## config.mk

```make
export PLATFORM = sky130hd
export DESIGN_NAME = event_preamble_sync_deframer
export DESIGN_NICKNAME = d
export VERILOG_FILES = /design/src/sv/edsd_pkg.sv /design/src/sv/event_preamble_sync_deframer.sv /design/src/sv/edsd_csr.sv /design/src/sv/edsd_core.sv
export SDC_FILE = /design/constraint.sdc
export NUM_CORES = 1
export LEC_CHECK = 0
export BUFFER_PORTS_ARGS = -buffer_cell sky130_fd_sc_hd__buf_2
export CORE_MARGIN = 4
export CORE_UTILIZATION = 63
export DETAILED_ROUTE_END_ITERATION = 12
export HOLD_SLACK_MARGIN = 0.08
export PLACE_DENSITY = 0.9
export SLEW_MARGIN = 0
export SYNTH_ARGS = -nofsm -noshare
export SYNTH_HDL_FRONTEND = slang
export SYNTH_SLANG_ARGS = --single-unit
```

## constraint.sdc

```tcl
create_clock -name clock -period 6.8 [get_ports clock]
set_input_delay 1.36 -clock clock [delete_from_list [all_inputs] [get_ports clock]]
set_output_delay 1.36 -clock clock [all_outputs]
set_load 0.05 [all_outputs]
```

## src/sv/edsd_pkg.sv

```systemverilog
`timescale 1ns / 1ps
// ----------------------------------------------------------------------------
// Event preamble deframer package
// Shared types, codes and constants for the preamble hunt and frame pass.
// ----------------------------------------------------------------------------
package edsd_pkg;

   // Hunt progress through the preamble words
   typedef enum logic [2:0] {
      HS_BYTE0     = 3'd0,
      HS_BYTE1     = 3'd1,
      HS_WORD_TEST = 3'd2,
      HS_W7FFF     = 3'd3,
      HS_W8000     = 3'd4,
      HS_WAAAA     = 3'd5
   } hunt_state_type;

   // Where the block stands within a frame
   typedef enum logic [1:0] {
      PH_HUNT    = 2'd0,
      PH_LENGTH  = 2'd1,
      PH_PAYLOAD = 2'd2
   } frame_phase_type;

   // Configuration register indexes
   localparam int CSR_IDX_W = 1;
   localparam int CSR_DATA_W = 24;
   localparam logic [CSR_IDX_W-1:0] CSR_HEADER_SIZE = 1'b0;
   localparam logic [CSR_IDX_W-1:0] CSR_MAX_PAYLOAD = 1'b1;

   localparam logic [15:0] HEADER_SIZE_RESET = 16'd18;
   localparam logic [23:0] MAX_PAYLOAD_RESET = 24'd65536;

   // Preamble words and byte-hunt markers
   localparam logic [15:0] WORD_7FFF = 16'h7FFF;
   localparam logic [15:0] WORD_8000 = 16'h8000;
   localparam logic [15:0] WORD_AAAA = 16'hAAAA;
   localparam logic [7:0]  BYTE_SYNC0 = 8'h00;
   localparam logic [7:0]  BYTE_SYNC1 = 8'h80;

   // Fixed head: 14 preamble bytes plus 4 length bytes
   localparam logic [31:0] FIXED_HEAD = 32'd18;
   localparam int PREAMBLE_LEN = 14;
   localparam int PRE_IDX_W = $clog2(PREAMBLE_LEN);

   typedef struct packed {
      logic [15:0] header_size;
      logic [23:0] max_payload;
   } cfg_type;

   // One result item
   typedef struct packed {
      logic [7:0]  out_byte;
      logic        frame_first;
      logic        frame_last;
      logic        length_error;
      logic [31:0] lost_bytes;
   } rsp_item_type;

   // Core status toward the output side
   typedef struct packed {
      logic         item_valid;
      logic         start_preamble;
      rsp_item_type item;
      logic [31:0]  lost_total;
   } core_out_type;

   // Canonical preamble FF 7F 00 80 (three times) then AA AA
   function automatic logic [7:0] preamble_byte(input logic [PRE_IDX_W-1:0] idx);
      logic [7:0] b;
      b = 8'h00;
      if (idx >= PRE_IDX_W'(12)) begin
         b = 8'hAA;
      end else begin
         unique case (idx[1:0])
            2'd0: b = 8'hFF;
            2'd1: b = 8'h7F;
            2'd2: b = 8'h00;
            2'd3: b = 8'h80;
            default: b = 8'h00;
         endcase
      end
      return b;
   endfunction

   // Saturating 32-bit add
   function automatic logic [31:0] sat_add(input logic [31:0] a, input logic [31:0] b);
      logic [32:0] s;
      s = {1'b0, a} + {1'b0, b};
      return s[32] ? 32'hFFFF_FFFF : s[31:0];
   endfunction

endpackage

```

## src/sv/event_preamble_sync_deframer.sv

```systemverilog
`timescale 1ns / 1ps
// ----------------------------------------------------------------------------
// Event preamble synchronising deframer
// Hunts the event preamble in a raw byte stream, then passes the canonical
// preamble, the packet length and the payload, with length checks.
// ----------------------------------------------------------------------------
// Items pass through the input register, then the result register.
// Throughput: one item per cycle while the result side takes results; the
// byte that completes a preamble yields 14 result items, and the next input
// item waits until they have all been loaded.
// Reset: synchronous, active high; clears the hunt, the lost-byte total and
// both channels, and loads header size 18 and maximum payload 65536.
module event_preamble_sync_deframer (
   input  logic                            clock,
   input  logic                            reset,
   // input items
   input  logic                            req_tvalid,
   output logic                            req_tready,
   input  logic [7:0]                      req_tdata,   // [7:0] rx_byte
   // result items
   output logic                            rsp_tvalid,
   input  logic                            rsp_tready,
   output logic [39:0]                     rsp_tdata,   // [7:0] out_byte, [39:8] lost_bytes
   output logic [1:0]                      rsp_tuser,   // [0] frame_first, [1] length_error
   output logic                            rsp_tlast,   // frame_last
   // configuration writes
   input  logic                            csr_valid,
   output logic                            csr_ready,
   input  logic [edsd_pkg::CSR_IDX_W-1:0]  csr_index,
   input  logic [edsd_pkg::CSR_DATA_W-1:0] csr_data
);
   import edsd_pkg::*;

   cfg_type      cfg;
   core_out_type status;

   logic                 in_valid_ff, in_valid_in;
   logic [7:0]           in_byte_ff;
   logic                 rsp_valid_ff, rsp_valid_in;
   rsp_item_type         rsp_item_ff, rsp_item_in;
   logic                 burst_ff, burst_in;
   logic [PRE_IDX_W-1:0] burst_idx_ff, burst_idx_in;

   logic out_free;
   logic in_advance;
   logic out_load;
   logic req_fire;

   assign csr_ready = 1'b1;

   edsd_csr u_csr (
      .clock    (clock),
      .reset    (reset),
      .wr_en    (csr_valid),
      .wr_index (csr_index),
      .wr_data  (csr_data),
      .cfg      (cfg)
   );

   edsd_core u_core (
      .clock   (clock),
      .reset   (reset),
      .advance (in_advance),
      .rx_byte (in_byte_ff),
      .cfg     (cfg),
      .status  (status)
   );

   // Handshake and pipeline control
   assign out_free   = !rsp_valid_ff || rsp_tready;
   assign in_advance = in_valid_ff && out_free && !burst_ff;
   assign req_tready = !in_valid_ff || in_advance;
   assign req_fire   = req_tvalid && req_tready;

   always_comb begin
      in_valid_in  = in_valid_ff;
      burst_in     = burst_ff;
      burst_idx_in = burst_idx_ff;
      out_load     = 1'b0;
      rsp_item_in  = rsp_item_ff;

      // Move the input register on
      if (req_fire) begin
         in_valid_in = 1'b1;
      end else if (in_advance) begin
         in_valid_in = 1'b0;
      end

      // Load the result register: a processed item or the next preamble byte
      if (burst_ff && out_free) begin
         out_load                 = 1'b1;
         rsp_item_in.out_byte     = preamble_byte(burst_idx_ff);
         rsp_item_in.frame_first  = 1'b0;
         rsp_item_in.frame_last   = 1'b0;
         rsp_item_in.length_error = 1'b0;
         rsp_item_in.lost_bytes   = status.lost_total;
         if (burst_idx_ff == PRE_IDX_W'(PREAMBLE_LEN - 1)) begin
            burst_in = 1'b0;
         end else begin
            burst_idx_in = burst_idx_ff + PRE_IDX_W'(1);
         end
      end else if (in_advance && status.item_valid) begin
         out_load    = 1'b1;
         rsp_item_in = status.item;
         if (status.start_preamble) begin
            burst_in     = 1'b1;
            burst_idx_in = PRE_IDX_W'(1);
         end
      end

      if (out_load) begin
         rsp_valid_in = 1'b1;
      end else if (rsp_tready) begin
         rsp_valid_in = 1'b0;
      end else begin
         rsp_valid_in = rsp_valid_ff;
      end
   end

   // Control registers
   always_ff @(posedge clock) begin
      if (reset) begin
         in_valid_ff  <= 1'b0;
         rsp_valid_ff <= 1'b0;
         burst_ff     <= 1'b0;
         burst_idx_ff <= '0;
      end else begin
         in_valid_ff  <= in_valid_in;
         rsp_valid_ff <= rsp_valid_in;
         burst_ff     <= burst_in;
         burst_idx_ff <= burst_idx_in;
      end
   end

   // Payload registers
   always_ff @(posedge clock) begin
      if (req_fire) begin
         in_byte_ff <= req_tdata;
      end
      rsp_item_ff <= rsp_item_in;
   end

   assign rsp_tvalid = rsp_valid_ff;
   assign rsp_tdata  = {rsp_item_ff.lost_bytes, rsp_item_ff.out_byte};
   assign rsp_tuser  = {rsp_item_ff.length_error, rsp_item_ff.frame_first};
   assign rsp_tlast  = rsp_item_ff.frame_last;

endmodule

```

## src/sv/edsd_csr.sv

```systemverilog
`timescale 1ns / 1ps
// ----------------------------------------------------------------------------
// Deframer configuration registers
// Holds header size and maximum payload, written through the csr channel.
// ----------------------------------------------------------------------------
module edsd_csr (
   input  logic                            clock,
   input  logic                            reset,
   input  logic                            wr_en,
   input  logic [edsd_pkg::CSR_IDX_W-1:0]  wr_index,
   input  logic [edsd_pkg::CSR_DATA_W-1:0] wr_data,
   output edsd_pkg::cfg_type               cfg
);
   import edsd_pkg::*;

   logic [15:0] header_size_ff;
   logic [23:0] max_payload_ff;

   // Take a write into the addressed register
   always_ff @(posedge clock) begin
      if (reset) begin
         header_size_ff <= HEADER_SIZE_RESET;
         max_payload_ff <= MAX_PAYLOAD_RESET;
      end else if (wr_en) begin
         unique case (wr_index)
            CSR_HEADER_SIZE: header_size_ff <= wr_data[15:0];
            CSR_MAX_PAYLOAD: max_payload_ff <= wr_data[23:0];
            default: ;
         endcase
      end
   end

   assign cfg.header_size = header_size_ff;
   assign cfg.max_payload = max_payload_ff;

endmodule

```

## src/sv/edsd_core.sv

```systemverilog
`timescale 1ns / 1ps
// ----------------------------------------------------------------------------
// Deframer hunt and frame engine
// Per-byte preamble hunt, length capture and check, payload count.
// ----------------------------------------------------------------------------
module edsd_core (
   input  logic                   clock,
   input  logic                   reset,
   input  logic                   advance,
   input  logic [7:0]             rx_byte,
   input  edsd_pkg::cfg_type      cfg,
   output edsd_pkg::core_out_type status
);
   import edsd_pkg::*;

   hunt_state_type  hunt_state_ff, hunt_state_in;
   frame_phase_type phase_ff, phase_in;
   logic [7:0]  low_hold_ff, low_hold_in;
   logic        half_ff, half_in;
   logic [31:0] since_sync_ff, since_sync_in;
   logic [31:0] lost_ff, lost_in;
   logic [31:0] accum_ff, accum_in;
   logic [1:0]  len_idx_ff, len_idx_in;
   logic [31:0] remain_ff, remain_in;

   logic [31:0] since_inc;
   logic [15:0] word;
   logic [31:0] payload_len;
   logic        len_bad;
   logic        goto_discard;
   logic        goto_restart;

   // Next state and result for one byte
   always_comb begin
      hunt_state_in = hunt_state_ff;
      phase_in      = phase_ff;
      low_hold_in   = low_hold_ff;
      half_in       = half_ff;
      since_sync_in = since_sync_ff;
      lost_in       = lost_ff;
      accum_in      = accum_ff;
      len_idx_in    = len_idx_ff;
      remain_in     = remain_ff;
      goto_discard  = 1'b0;
      goto_restart  = 1'b0;

      status.item_valid        = 1'b0;
      status.start_preamble    = 1'b0;
      status.item.out_byte     = rx_byte;
      status.item.frame_first  = 1'b0;
      status.item.frame_last   = 1'b0;
      status.item.length_error = 1'b0;

      since_inc   = (since_sync_ff == 32'hFFFF_FFFF) ? since_sync_ff : since_sync_ff + 32'd1;
      word        = {rx_byte, low_hold_ff};
      payload_len = 32'd0;
      len_bad     = 1'b0;

      unique case (phase_ff)
         PH_LENGTH: begin
            status.item_valid = 1'b1;
            unique case (len_idx_ff)
               2'd0: accum_in[7:0]   = rx_byte;
               2'd1: accum_in[15:8]  = rx_byte;
               2'd2: accum_in[23:16] = rx_byte;
               2'd3: accum_in[31:24] = rx_byte;
               default: ;
            endcase
            if (len_idx_ff != 2'd3) begin
               len_idx_in = len_idx_ff + 2'd1;
            end else begin
               // Check the complete length
               payload_len = accum_in - {16'd0, cfg.header_size};
               len_bad = (accum_in < {16'd0, cfg.header_size}) ||
                         (accum_in < FIXED_HEAD) ||
                         (payload_len > {8'd0, cfg.max_payload});
               if (len_bad) begin
                  status.item.out_byte     = 8'h00;
                  status.item.length_error = 1'b1;
                  remain_in    = 32'd0;
                  goto_restart = 1'b1;
               end else begin
                  remain_in = accum_in - FIXED_HEAD;
                  if (remain_in == 32'd0) begin
                     status.item.frame_last = 1'b1;
                     goto_restart = 1'b1;
                  end else begin
                     phase_in = PH_PAYLOAD;
                  end
               end
            end
         end
         PH_PAYLOAD: begin
            status.item_valid = 1'b1;
            if (remain_ff != 32'd0) begin
               remain_in = remain_ff - 32'd1;
            end
            if (remain_in == 32'd0) begin
               status.item.frame_last = 1'b1;
               goto_restart = 1'b1;
            end
         end
         default: begin
            since_sync_in = since_inc;
            unique case (hunt_state_ff)
               HS_BYTE0: begin
                  if (rx_byte == BYTE_SYNC0) begin
                     hunt_state_in = HS_BYTE1;
                  end else begin
                     goto_discard = 1'b1;
                  end
               end
               HS_BYTE1: begin
                  if (rx_byte == BYTE_SYNC1) begin
                     hunt_state_in = HS_W7FFF;
                     half_in       = 1'b0;
                  end else begin
                     goto_discard = 1'b1;
                  end
               end
               default: begin
                  if (!half_ff) begin
                     // Hold the low half of the word
                     low_hold_in = rx_byte;
                     half_in     = 1'b1;
                  end else begin
                     half_in = 1'b0;
                     priority if (hunt_state_ff == HS_WORD_TEST && word == WORD_8000) begin
                        hunt_state_in = HS_W7FFF;
                     end else if (hunt_state_ff != HS_W8000 && word == WORD_7FFF) begin
                        hunt_state_in = HS_W8000;
                     end else if (hunt_state_ff == HS_W8000 && word == WORD_8000) begin
                        hunt_state_in = HS_WAAAA;
                     end else if (hunt_state_ff == HS_WAAAA && word == WORD_AAAA) begin
                        // Preamble complete: start the burst and the length
                        status.item_valid       = 1'b1;
                        status.start_preamble   = 1'b1;
                        status.item.out_byte    = preamble_byte(PRE_IDX_W'(0));
                        status.item.frame_first = 1'b1;
                        phase_in      = PH_LENGTH;
                        len_idx_in    = 2'd0;
                        accum_in      = 32'd0;
                        since_sync_in = 32'd0;
                     end else begin
                        goto_discard = 1'b1;
                     end
                  end
               end
            endcase
         end
      endcase

      // Drop the bytes since the last sync point
      if (goto_discard) begin
         lost_in       = sat_add(lost_ff, since_inc);
         since_sync_in = 32'd0;
         hunt_state_in = HS_BYTE0;
      end

      // Resume the hunt in word mode
      if (goto_restart) begin
         phase_in      = PH_HUNT;
         hunt_state_in = HS_WORD_TEST;
         half_in       = 1'b0;
         low_hold_in   = 8'h00;
         since_sync_in = 32'd0;
      end

      status.item.lost_bytes = lost_in;
      status.lost_total      = lost_ff;
   end

   // Advance the state on each processed item
   always_ff @(posedge clock) begin
      if (reset) begin
         hunt_state_ff <= HS_WORD_TEST;
         phase_ff      <= PH_HUNT;
         low_hold_ff   <= 8'h00;
         half_ff       <= 1'b0;
         since_sync_ff <= 32'd0;
         lost_ff       <= 32'd0;
         accum_ff      <= 32'd0;
         len_idx_ff    <= 2'd0;
         remain_ff     <= 32'd0;
      end else if (advance) begin
         hunt_state_ff <= hunt_state_in;
         phase_ff      <= phase_in;
         low_hold_ff   <= low_hold_in;
         half_ff       <= half_in;
         since_sync_ff <= since_sync_in;
         lost_ff       <= lost_in;
         accum_ff      <= accum_in;
         len_idx_ff    <= len_idx_in;
         remain_ff     <= remain_in;
      end
   end

endmodule
```

After elaboration in Yosys (flattened, before gate mapping). Cells that the tools add are included.

Input port bits: 38. Flip-flop bits (word level): 242. Output and inout bits: 46. Bits in latches: 0. Memories: 0. Logic and storage cells: 245. Memory bits (read-only): 0. Bits in writable memories: 0.

$lt $le $gt $ge: 4. Shift operators: 0. Reductions and logical operators: 48. Multipliers: 0. Bitwise operators: 2. Eq/ne operators: 44. Divide/modulo/power cells: 0. Muxes and demuxes: 119. $add $sub $neg: 7.

Operators by type and width (count): 32-bit 2-to-1 mux (22); 32-bit one-hot mux with 2 select lines (2); 8-bit 2-to-1 mux (15); 43-bit 2-to-1 mux (2); 11-bit 2-to-1 mux (6); 32-bit zero test (2); 2-bit 2-to-1 mux (18); 32-bit by 32-bit adder with 33-bit output (1); 32-bit by 1-bit adder with 32-bit output (second input constant) (1); 16-bit equality test (second input constant) (2); 32-bit equality test (second input constant) (1); 32-bit by 24-bit greater-than comparator with 1-bit output (1); 32-bit by 16-bit < comparator with 1-bit output (1); 32-bit by 5-bit < comparator with 1-bit output (second input constant) (1); 1-bit 2-to-1 mux (32); 8-bit one-hot mux with 4 select lines (1); 32-bit nonzero test (1); 32-bit by 1-bit subtractor with 32-bit output (second input constant) (1); 32-bit by 16-bit subtractor with 32-bit output (1); 32-bit by 5-bit subtractor with 32-bit output (second input constant) (1); 3-bit 2-to-1 mux (9); 3-bit by 2-bit != test with 1-bit output (second input constant) (6); 16-bit by 15-bit equality test with 1-bit output (second input constant) (1); 4-bit 2-to-1 mux (4); other kinds (38) (92).

Logic depth before layout (Yosys ltp). Gate-level depths: netlist of run 1.

Word-level depth: 13. Gate-level depth with buffers: 30. Mapped depth without buffers: 27.

Hierarchy. From an unflattened synthesis of run 1, not the netlist that was laid out.

Cells, all modules: 2090. Area total of the unflattened synthesis: 17072.6 um^2.

Modules (own cells, without submodules): edsd_core (area each 13000.0 um^2, cells each 1769, times used 1); event_preamble_sync_deframer (area each 2382.3 um^2, cells each 158, times used 1); edsd_csr (area each 1690.4 um^2, cells each 163, times used 1).

Least setup slack after synthesis of run 1. No wires, ideal clock.

Kind: reg-to-reg. Start point: register u_core.len_idx_ff[0]. End point: register u_core.phase_ff[0]. Cell stages (with the launch flop): 28. Slack: 0.882 ns. Arrival: 5.802 ns. Buffers on the path: 2. Cell sequence: dfxtp_1 > inv_1 > ha_1 > buf_2 > buf_1 > mux2_2 > ha_1 > a21oi_1 > o21ai_0 > nand2b_1 > o21ai_1 > or2_2 > nand2_1 > nand2_1 > nand2_1 > nor3_1 > xnor2_1 > ha_1 > and4_1 > a221o_1 > nor4b_1 > a21oi_1 > a21o_1 > nor4b_2 > nand3_1 > o31ai_1 > nand2_1 > a31o_2.

Longest elaborated chain between the ends: 11. Elaborated cells on any way between the ends: 37.

Ends and longest elaborated chain: start, declared (RTL line edsd_core.sv:23) `logic [1:0] len_idx_ff, len_idx_in;`; start signal, assigned (RTL line edsd_core.sv:193) `len_idx_ff <= len_idx_in;`; 2-bit by 1-bit equality test with 1-bit output (tied with other cells) (RTL line edsd_core.sv:62) `unique case (len_idx_ff)`; 8-bit 2-to-1 mux (RTL line edsd_core.sv:62); 8-bit 2-to-1 mux (RTL line edsd_core.sv:59) `unique case (phase_ff)`; 32-bit by 16-bit subtractor with 32-bit output (tied with other cells) (RTL line edsd_core.sv:73) `payload_len = accum_in - {16'd0, cfg.header_size};`; 32-bit by 24-bit greater-than comparator with 1-bit output (tied with other cells) (RTL line edsd_core.sv:76) `(payload_len > {8'd0, cfg.max_payload});`; 1-bit logical OR / 1-bit 2-to-1 mux (equally long branches) (RTL line edsd_core.sv:75, edsd_core.sv:84); 1-bit 2-to-1 mux (RTL line edsd_core.sv:77) `if (len_bad) begin`; 1-bit 2-to-1 mux (RTL line edsd_core.sv:69) `if (len_idx_ff != 2'd3) begin`; 1-bit one-hot mux with 2 select lines (RTL line edsd_core.sv:59); 3-bit by 2-bit != test with 1-bit output (no source line) (tied with other cells); 11-bit AND reduction (no source line); end signal, assigned (RTL line edsd_core.sv:187) `phase_ff <= phase_in;`; end, declared (RTL line edsd_core.sv:17) `frame_phase_type phase_ff, phase_in;`.

Several ways; a longest one is shown, not always the timed one. The select of a mux whose other input is x is not followed. A chain may end at the register's enable or synchronous reset.

==> metrics, run 1 <==
Clock Latency Late Sink between 0.5 and 0.6 ns; Synth top area share approximately a quarter; H-tree Lvls 1; top cell type by total area after synthesis dfxtp_1; top cells by area, synth dfxtp_1, edfxtp_1, ha_1, a21oi_1, nand2_1; Internal approximately 2.5 mW; synthesized area between 0.015 and 0.02 mm^2; die height between 150 and 200 um; Post-DP HPWL between 30,000 and 40,000 um; PostCTS Resize Cnt 0; Post-CTS Setup Bufs 0; Critical Path Sink Type flop; Area growth syn-to-layout 10.2%; Final period util 94.1%; core area roughly 0.024 mm^2; final hold violations 0; via count roughly 15k; Pins Over Slew Limit 0; ANT nets after route 0; antenna cells 0; # setup viols final 0; TritonCTS clock tree built; # rows 57; Die ar. between 0.02 and 0.03 mm^2; mean post-synth cell area ~8.1 um^2; clock buffer depth 3; CP Max Fanout 20; EDFF count, synth 48; crit start category flop; min Tclk post-route 6.40 ns; CTS clk-pin slew, worst paths about 0.060 ns; synthesized flop and latch total 242; maximum VDD drop approximately 170 uV; dpl cell area between 0.015 and 0.02 mm^2; Req. time, crit path just over 7 ns; IO buf count 82; Setup WS pre-CTS about 0.28 ns; TritonCTS buffer count 27; GP Congestion about 1; clk root buf clkbuf_16; vias in the first global route around 15k; Clk pwr share 43.1%; worst slew pin tran around 1.3 ns; drt drc 0; Slowest-stage cell, CP a21boi_0; IO Count 84; sequential share of power between 40% and 50%; wire per inst ~20 um; Async S/R FF share, synth 0%; setup TNS 0 ns; initial antenna violation count 0; main flop type after synthesis dfxtp_1; routed vias/inst about 6.5; Die Wd around 170 um; first-pass GRT wire length about 74,000 um; # clock sinks about 240; slowest cell delay on critical path slightly below 0.5 ns; sequential share of the synthesized area between 30% and 40%; leakage power ~6.9 nW; sw frac a little over a quarter; run status completed; part of the power in combinational logic about an eighth; YS warnings 0; RSZ-0062 raised after global routing false; Fillers approximately 1.9k; Slew headroom between 15 and 20%; Iteration-0 DRC Markers ~1.6k; total power draw 3.41 mW; Mapped Cells 1,940; Netlist cell types 93; fraction of layout cells with a size suffix above 1 between 10 and 15%; hold crit path type reg -> reg; All-Layer GR Usage 31.6%; syn nets between 2k and 2.5k; Initial DRT Pass Iterations 7; most frequent CP cell a21o_1; worst setup margin 0.398 ns; Clock Skews 0.0124 ns; max cap viols 0; Routed WL 45,900 um; NetSw approximately 0.89 mW; Initial Util approximately 64%; f_max 0.156 GHz; total grt overflow 0; critical path class reg -> reg; Layout Nets 2,116; Worst EP arrival roughly 6.8 ns; largest net degree at the start of global routing 87; cell area power density 196 mW/mm^2; Final Cell Area about 0.017 mm^2; hold buffers post-CTS 0
-- Yosys cell counts (44+ instances only) --
master,instances
nand2_1,221
nor3_1,59
ha_1,85
nor2b_1,44
nand3_1,59
a21oi_1,204
o21ai_0,110
xor2_1,44
dfxtp_1,194
edfxtp_1,48
clkbuf_1,77
xnor2_1,82
nor2_1,135
inv_1,80
-- final timing paths --
kind	from	end	slack, ns	cells after the start
min	u_csr.max_payload_ff[12]	u_csr.max_payload_ff[12]	0.45	2
max reg2reg	u_core.len_idx_ff[0]	rsp_tdata[0]	0.40	25
min reg2reg	u_csr.max_payload_ff[12]	u_csr.max_payload_ff[12]	0.45	2
max	u_core.len_idx_ff[0]	rsp_tdata[0]	0.40	25
-- routing by layer --
| layer | up-vias | global-route usage (%) | share of wire [%] |
|---|---|---|---|
| met5 | - | 0 | 0 |
| met4 | 0 | 14.9 | 5.1 |
| met3 | 173 | 4.26 | 7.6 |
| met2 | 778 | 54.8 | 48 |
| met1 | 7124 | 39.0 | 39 |
| li1 | 7137 | - | - |
-- power by group through the flow --
stage          Sequential, mW  Clock, mW  Combinational [mW]
6_report                 1.52       1.47               0.420
3_5_place_dp             1.55          0               0.407
4_1_cts                  1.52       1.48               0.411
5_1_grt                  1.52       1.54               0.463
3_3_place_gp             1.55          0               0.393
2_1_floorplan            1.54          0               0.303
-- kinds of logic after synthesis --
group / Yosys count / synth area share, %
xor gates and xnor gates: 126 / 7.00
other: 1 / 0.0238
muxes: 38 / 2.55
AOI/OAI and AO/OA: 532 / 21.3
buffers and inverters: 177 / 4.35
and+or+nand+nor: 736 / 23.9
DFF: 242 / 33.8
adders and majority gates: 88 / 7.06
-- state kept, by name, summed over array words and instances (netlist names), 2 cells and up --
| name | count |
|---|---|
| rsp_tuser | 2 |
| u_core.len_idx_ff | 2 |
| u_core.remain_ff | 32 |
| u_core.low_hold_ff | 8 |
| u_core.lost_ff | 32 |
| burst_idx_ff | 4 |
| rsp_tdata | 40 |
| u_csr.header_size_ff | 16 |
| u_core.hunt_state_ff | 3 |
| in_byte_ff | 8 |
| u_core.since_sync_ff | 32 |
| u_csr.max_payload_ff | 24 |
| u_core.accum_ff | 32 |
| u_core.phase_ff | 2 |
-- through the flow --
stage,cells,hold WS [ns],utilization (%)
detailed placement,2286,0.447,67.4
finish,2335,0.453,71.1
global route,2335,0.476,71.1
CTS,2335,0.455,71.0
floorplan,1940,0.431,-
global placement,2286,0.438,67.4
-- cells in the final DEF, fill, tap and decap left out, types with 10 or more instances in the layout --
cell type / synthesis / layout
nand2_1: 221 / 221
a21oi_1: 204 / 204
dfxtp_1: 194 / 194
nor2_1: 135 / 133
o21ai_0: 110 / 109
ha_1: 85 / 83
xnor2_1: 82 / 82
buf_2: 8 / 81
inv_1: 80 / 80
nand3_1: 59 / 59
nor3_1: 59 / 59
edfxtp_1: 48 / 48
xor2_1: 44 / 44
nor2b_1: 44 / 44
buf_4: 1 / 36
nand4_1: 29 / 29
clkbuf_16: 0 / 27
nor4_1: 27 / 26
a22o_1: 26 / 26
nand2b_1: 24 / 24
and3_1: 24 / 24
a21o_1: 22 / 22
mux2i_1: 22 / 22
a211oi_1: 15 / 15
mux2_2: 15 / 15
or2_2: 14 / 14
or3_1: 14 / 14
a22oi_1: 13 / 13
nand3b_1: 12 / 12
a31oi_1: 13 / 12
and2_1: 11 / 11
o21a_1: 11 / 11
o21bai_1: 11 / 11
o211ai_1: 10 / 10
-- worst max-delay path, delay by kind of cell, from the launching register on --
family                   cells  cell delay (ns)
adder cells (fa/ha/maj)      4             1.30
AND/OR/NAND/NOR              6             1.15
AO/OA/AOI/OAI               11             2.82
multiplexers                 1             0.20
XOR/XNOR                     1             0.14
flip-flops                   1             0.34
buffers and inverters        2             0.27
-- layout make-up --
class	count	area, um^2	area share, %
well taps	324	405	2.33
clock inverters	9	113	0.648
multi-input cells	1521	9790	56.3
flip-flops and latches	242	5330	30.6
inverters	82	308	1.77
clock buffers	40	774	4.45
repair buffers	117	676	3.89
(Power assumes the default switching activity.)
==> run 2, diff against run 1 <==
ABC_AREA = 1   (was unset)
PLACE_DENSITY = 0.89   (was 0.9)
==> run 2 against run 1 <==
  * Maximum frequency rose by 4.4%
  * Sequential share of layout area shrank 2.9 points
  * Synthesized area rose by 12%
  * Routed wire length up 29%
  * Synthesized cell count rose by 42%
==> metrics, run 2 <==
Worst EP arrival 6.47 ns (-0.31 ns); Iteration-0 DRC Markers 2,511 (+60%); CP Buf/Inv Count 4 (+2); Post-DP HPWL 44,900 um (+37%); worst setup margin 0.666 ns (+0.268 ns); Crit path max-delay family compound AO/OA/AOI/OAI gates; leakage power 9.09 nW (+31%); slowest cell delay on critical path 0.60 ns (+0.11 ns); Die Wd 175 um (+5.4%); FF-to-FF setup slack 0.67 ns (+0.27 ns); Initial DRT Pass Iterations 6 (-1); core area 0.0273 mm^2 (+11%); Async S/R FF share, synth 0% (unchanged); Initial Util 64.6% (+0.11 points); hold buffers post-CTS 0 (unchanged); most frequent cell after synthesis nand2_1; clk root buf clkbuf_16; Clock Skews 0.0109 ns (-0.00150 ns); RSZ-0062 raised after global routing false; ANT nets after route 0 (unchanged); Slew headroom 21.5% (+5.4 points); wire per inst 18.6 um (-5.7%); CP Max Fanout 10 (-50%); Slowest-stage cell, CP o21ai_0; most common cell after layout, fill and taps aside nand2_1; Clock Latency Late Sink 0.56 ns (about the same); TritonCTS buffer count 29 (+7.4%); worst slew pin tran 1.18 ns (-0.0781 ns); Placed Cells 3,134 (+37%); synthesized flop and latch total 242 (unchanged); IO Count 84 (unchanged); Die ar. 0.0307 mm^2 (+11%); commonest cells in the netlist nand2_1, inv_1, nor2_1; H-tree Lvls 1 (unchanged); R2R Path Start u_core.since_sync_ff[0]; cell area power density 193 mW/mm^2 (-1.8%); EDFF count, synth 48 (unchanged); worst r2r dst rsp_tdata[8]; max cap viols 0 (unchanged); clock buffer depth 3 (unchanged); CTS clk-pin slew, worst paths 0.06 ns (about the same); mean post-synth cell area 6.39 um^2 (-21%); largest net degree at the start of global routing 85 (-2.3%); Netlist cell types 54 (-42%); min Tclk post-route 6.13 ns (-0.268 ns); top cell type by total area after synthesis dfxtp_1; hold crit path type reg -> reg; Synth top area share 22.1% (-2.6 points); IO buf count 82 (unchanged); Register Area 0.00533 mm^2 (unchanged); Final period util 90.2% (-3.9 points); dpl cell area 0.0182 mm^2 (+11%); Final Cell Area 0.0192 mm^2 (+10%); die height 175 um (+5.4%); syn nets 2,879 (+39%); hold slack 0.466 ns (+0.0132 ns); most frequent cells in the layout nand2_1, inv_1, nor2_1; drt drc 0 (unchanged); # clock sinks 242 (unchanged); via count 19.2k (+26%); Worst Hold Path Cells 2 (unchanged); Setup WS pre-CTS 0.956 ns (+0.672 ns); multi-input logic area 0.0106 mm^2 (+8.2%); f_max 0.163 GHz (+4.4%); most frequent CP cell o21ai_0; Non-Filler Instances 3,187 (+36%); crit start category flop; sequential share of the synthesized area 30.3% (-3.5 points); Area growth syn-to-layout 8.98%; initial antenna violation count 1 (+1); YS warnings 0 (unchanged); total grt overflow 0 (unchanged); Mapped Cells 2,754 (+42%); GP Congestion 1.10 (+13%); maximum VDD drop 273 uV (+64%); Pins Over Slew Limit 0 (unchanged); run status completed; PostCTS Resize Cnt 0 (unchanged); critical path class reg -> reg; reg2reg path depth 26 (+4.0%); top cells by area, synth dfxtp_1, nand2_1, edfxtp_1, inv_1, nor2_1; setup TNS 0 ns (unchanged); # setup viols final 0 (unchanged); hold wc startpoint u_csr.max_payload_ff[9]; vias in the first global route 17.5k (+20%); Critical Path Sink Type flop; fraction of layout cells with a size suffix above 1 6.93% (-4.2 points); final hold violations 0 (unchanged); Fillers 2,416 (+29%); max reg flops 40 (unchanged); Post-CTS Setup Bufs 0 (unchanged); Layout Nets 2,918 (+38%); first-pass GRT wire length 93,500 um (+26%); Hold Path End u_csr.max_payload_ff[9]; All-Layer GR Usage 37.3% (+5.7 points); synthesized area 0.0176 mm^2 (+12%); Req. time, crit path 7.14 ns (-0.04 ns); routed vias/inst 6.01 (-7.8%); # rows 60 (+5.3%); main flop type after synthesis dfxtp_1; TritonCTS clock tree built; Routed WL 59,100 um (+29%)
==> run 2: changes by cell type after synthesis, sizes merged, moves of 26 or more <==
| cell | change |
|---|---|
| xnor2 | -41 |
| nor2 | +196 |
| nand3 | +82 |
| inv | +261 |
| a22o | -26 |
| a31oi | +29 |
| nand2 | +528 |
| o21ai | +116 |
| nor2b | -44 |
==> run 2: worst max path at each step <==
stage | from | endpoint | slack, ns | cells past startpoint
2_1_floorplan | u_core.len_idx_ff[0] | u_core.low_hold_ff[1] | 2.33 | 35
3_3_place_gp | u_core.since_sync_ff[0] | rsp_tdata[33] | 1.20 | 26
3_5_place_dp | u_core.len_idx_ff[0] | u_core.low_hold_ff[0] | 0.96 | 32
4_1_cts | u_core.len_idx_ff[0] | u_core.low_hold_ff[0] | 0.91 | 32
5_1_grt | u_core.since_sync_ff[0] | rsp_tdata[33] | 0.30 | 26
6_report | u_core.since_sync_ff[0] | rsp_tdata[8] | 0.67 | 26
==> run 2: logic make-up (layout without fill, tap and decap cells) <==
group | Yosys count | after routing | share of synthesized area [%]
and+or+nand+nor | 1352 | 1352 | 32.1
AOI/OAI and AO/OA | 531 | 531 | 16.4
buffers and inverters | 438 | 498 | 9.80
DFF | 242 | 242 | 30.3
xor gates and xnor gates | 103 | 103 | 5.13
adders and majority gates | 87 | 87 | 6.27
other | 1 | 2 | 0.0213
==> run 2: worst register-to-register path, cell delays in order, from the launching register on <==
cell and delay (ns):
dfxtp_1 0.43, ha_1 0.23, inv_1 0.09, nor3_1 0.34
nand2_1 0.10, nor4_1 0.40, nand2_1 0.13, nor2_1 0.29
inv_1 0.17, nand2_1 0.12, nor2_1 0.04, a21oi_1 0.23
ha_1 0.24, nand3_1 0.12, nand3_1 0.12, a21boi_0 0.14
buf_4 0.19, o21ai_0 0.46, a21boi_0 0.30, o21ai_0 0.60
nand3_1 0.13, and2_1 0.19, inv_1 0.33, o21ai_0 0.14
o21ai_0 0.16, nand2_1 0.08, o21ai_0 0.15
==> run 2: report_power, final <==
part | switching [mW] | internal, mW
registers | 0.0364 | 1.50
logic | 0.402 | 0.189
clock network | 0.635 | 0.928
total | 1.07 | 2.62
==> run 2: final cells by class <==
cell class	count	area share, %
timing repair buffer	103	2.97
tap	372	2.43
inverter	343	6.73
sequential	242	27.8
multi-input combinational	2074	55.2
antenna	1	0.0130
clock buffer	39	4.14
clock inverter	13	0.763
==> run 2: metrics by stage <==
stage               util (%)  total power [mW]
floorplan                  -              1.99
global placement        66.9              2.11
detailed placement      66.9              2.14
CTS                     70.4              3.68
global route            70.4              3.84
finish                  70.4              3.69
==> run 2: layer usage <==
layer	GRT usage [%]	up-vias	part of all wire (%)
met5	0	-	0
met4	10.7	0	3.2
met3	6.90	152	11
met2	56.1	1101	42
met1	54.8	8801	43
li1	-	9098	-
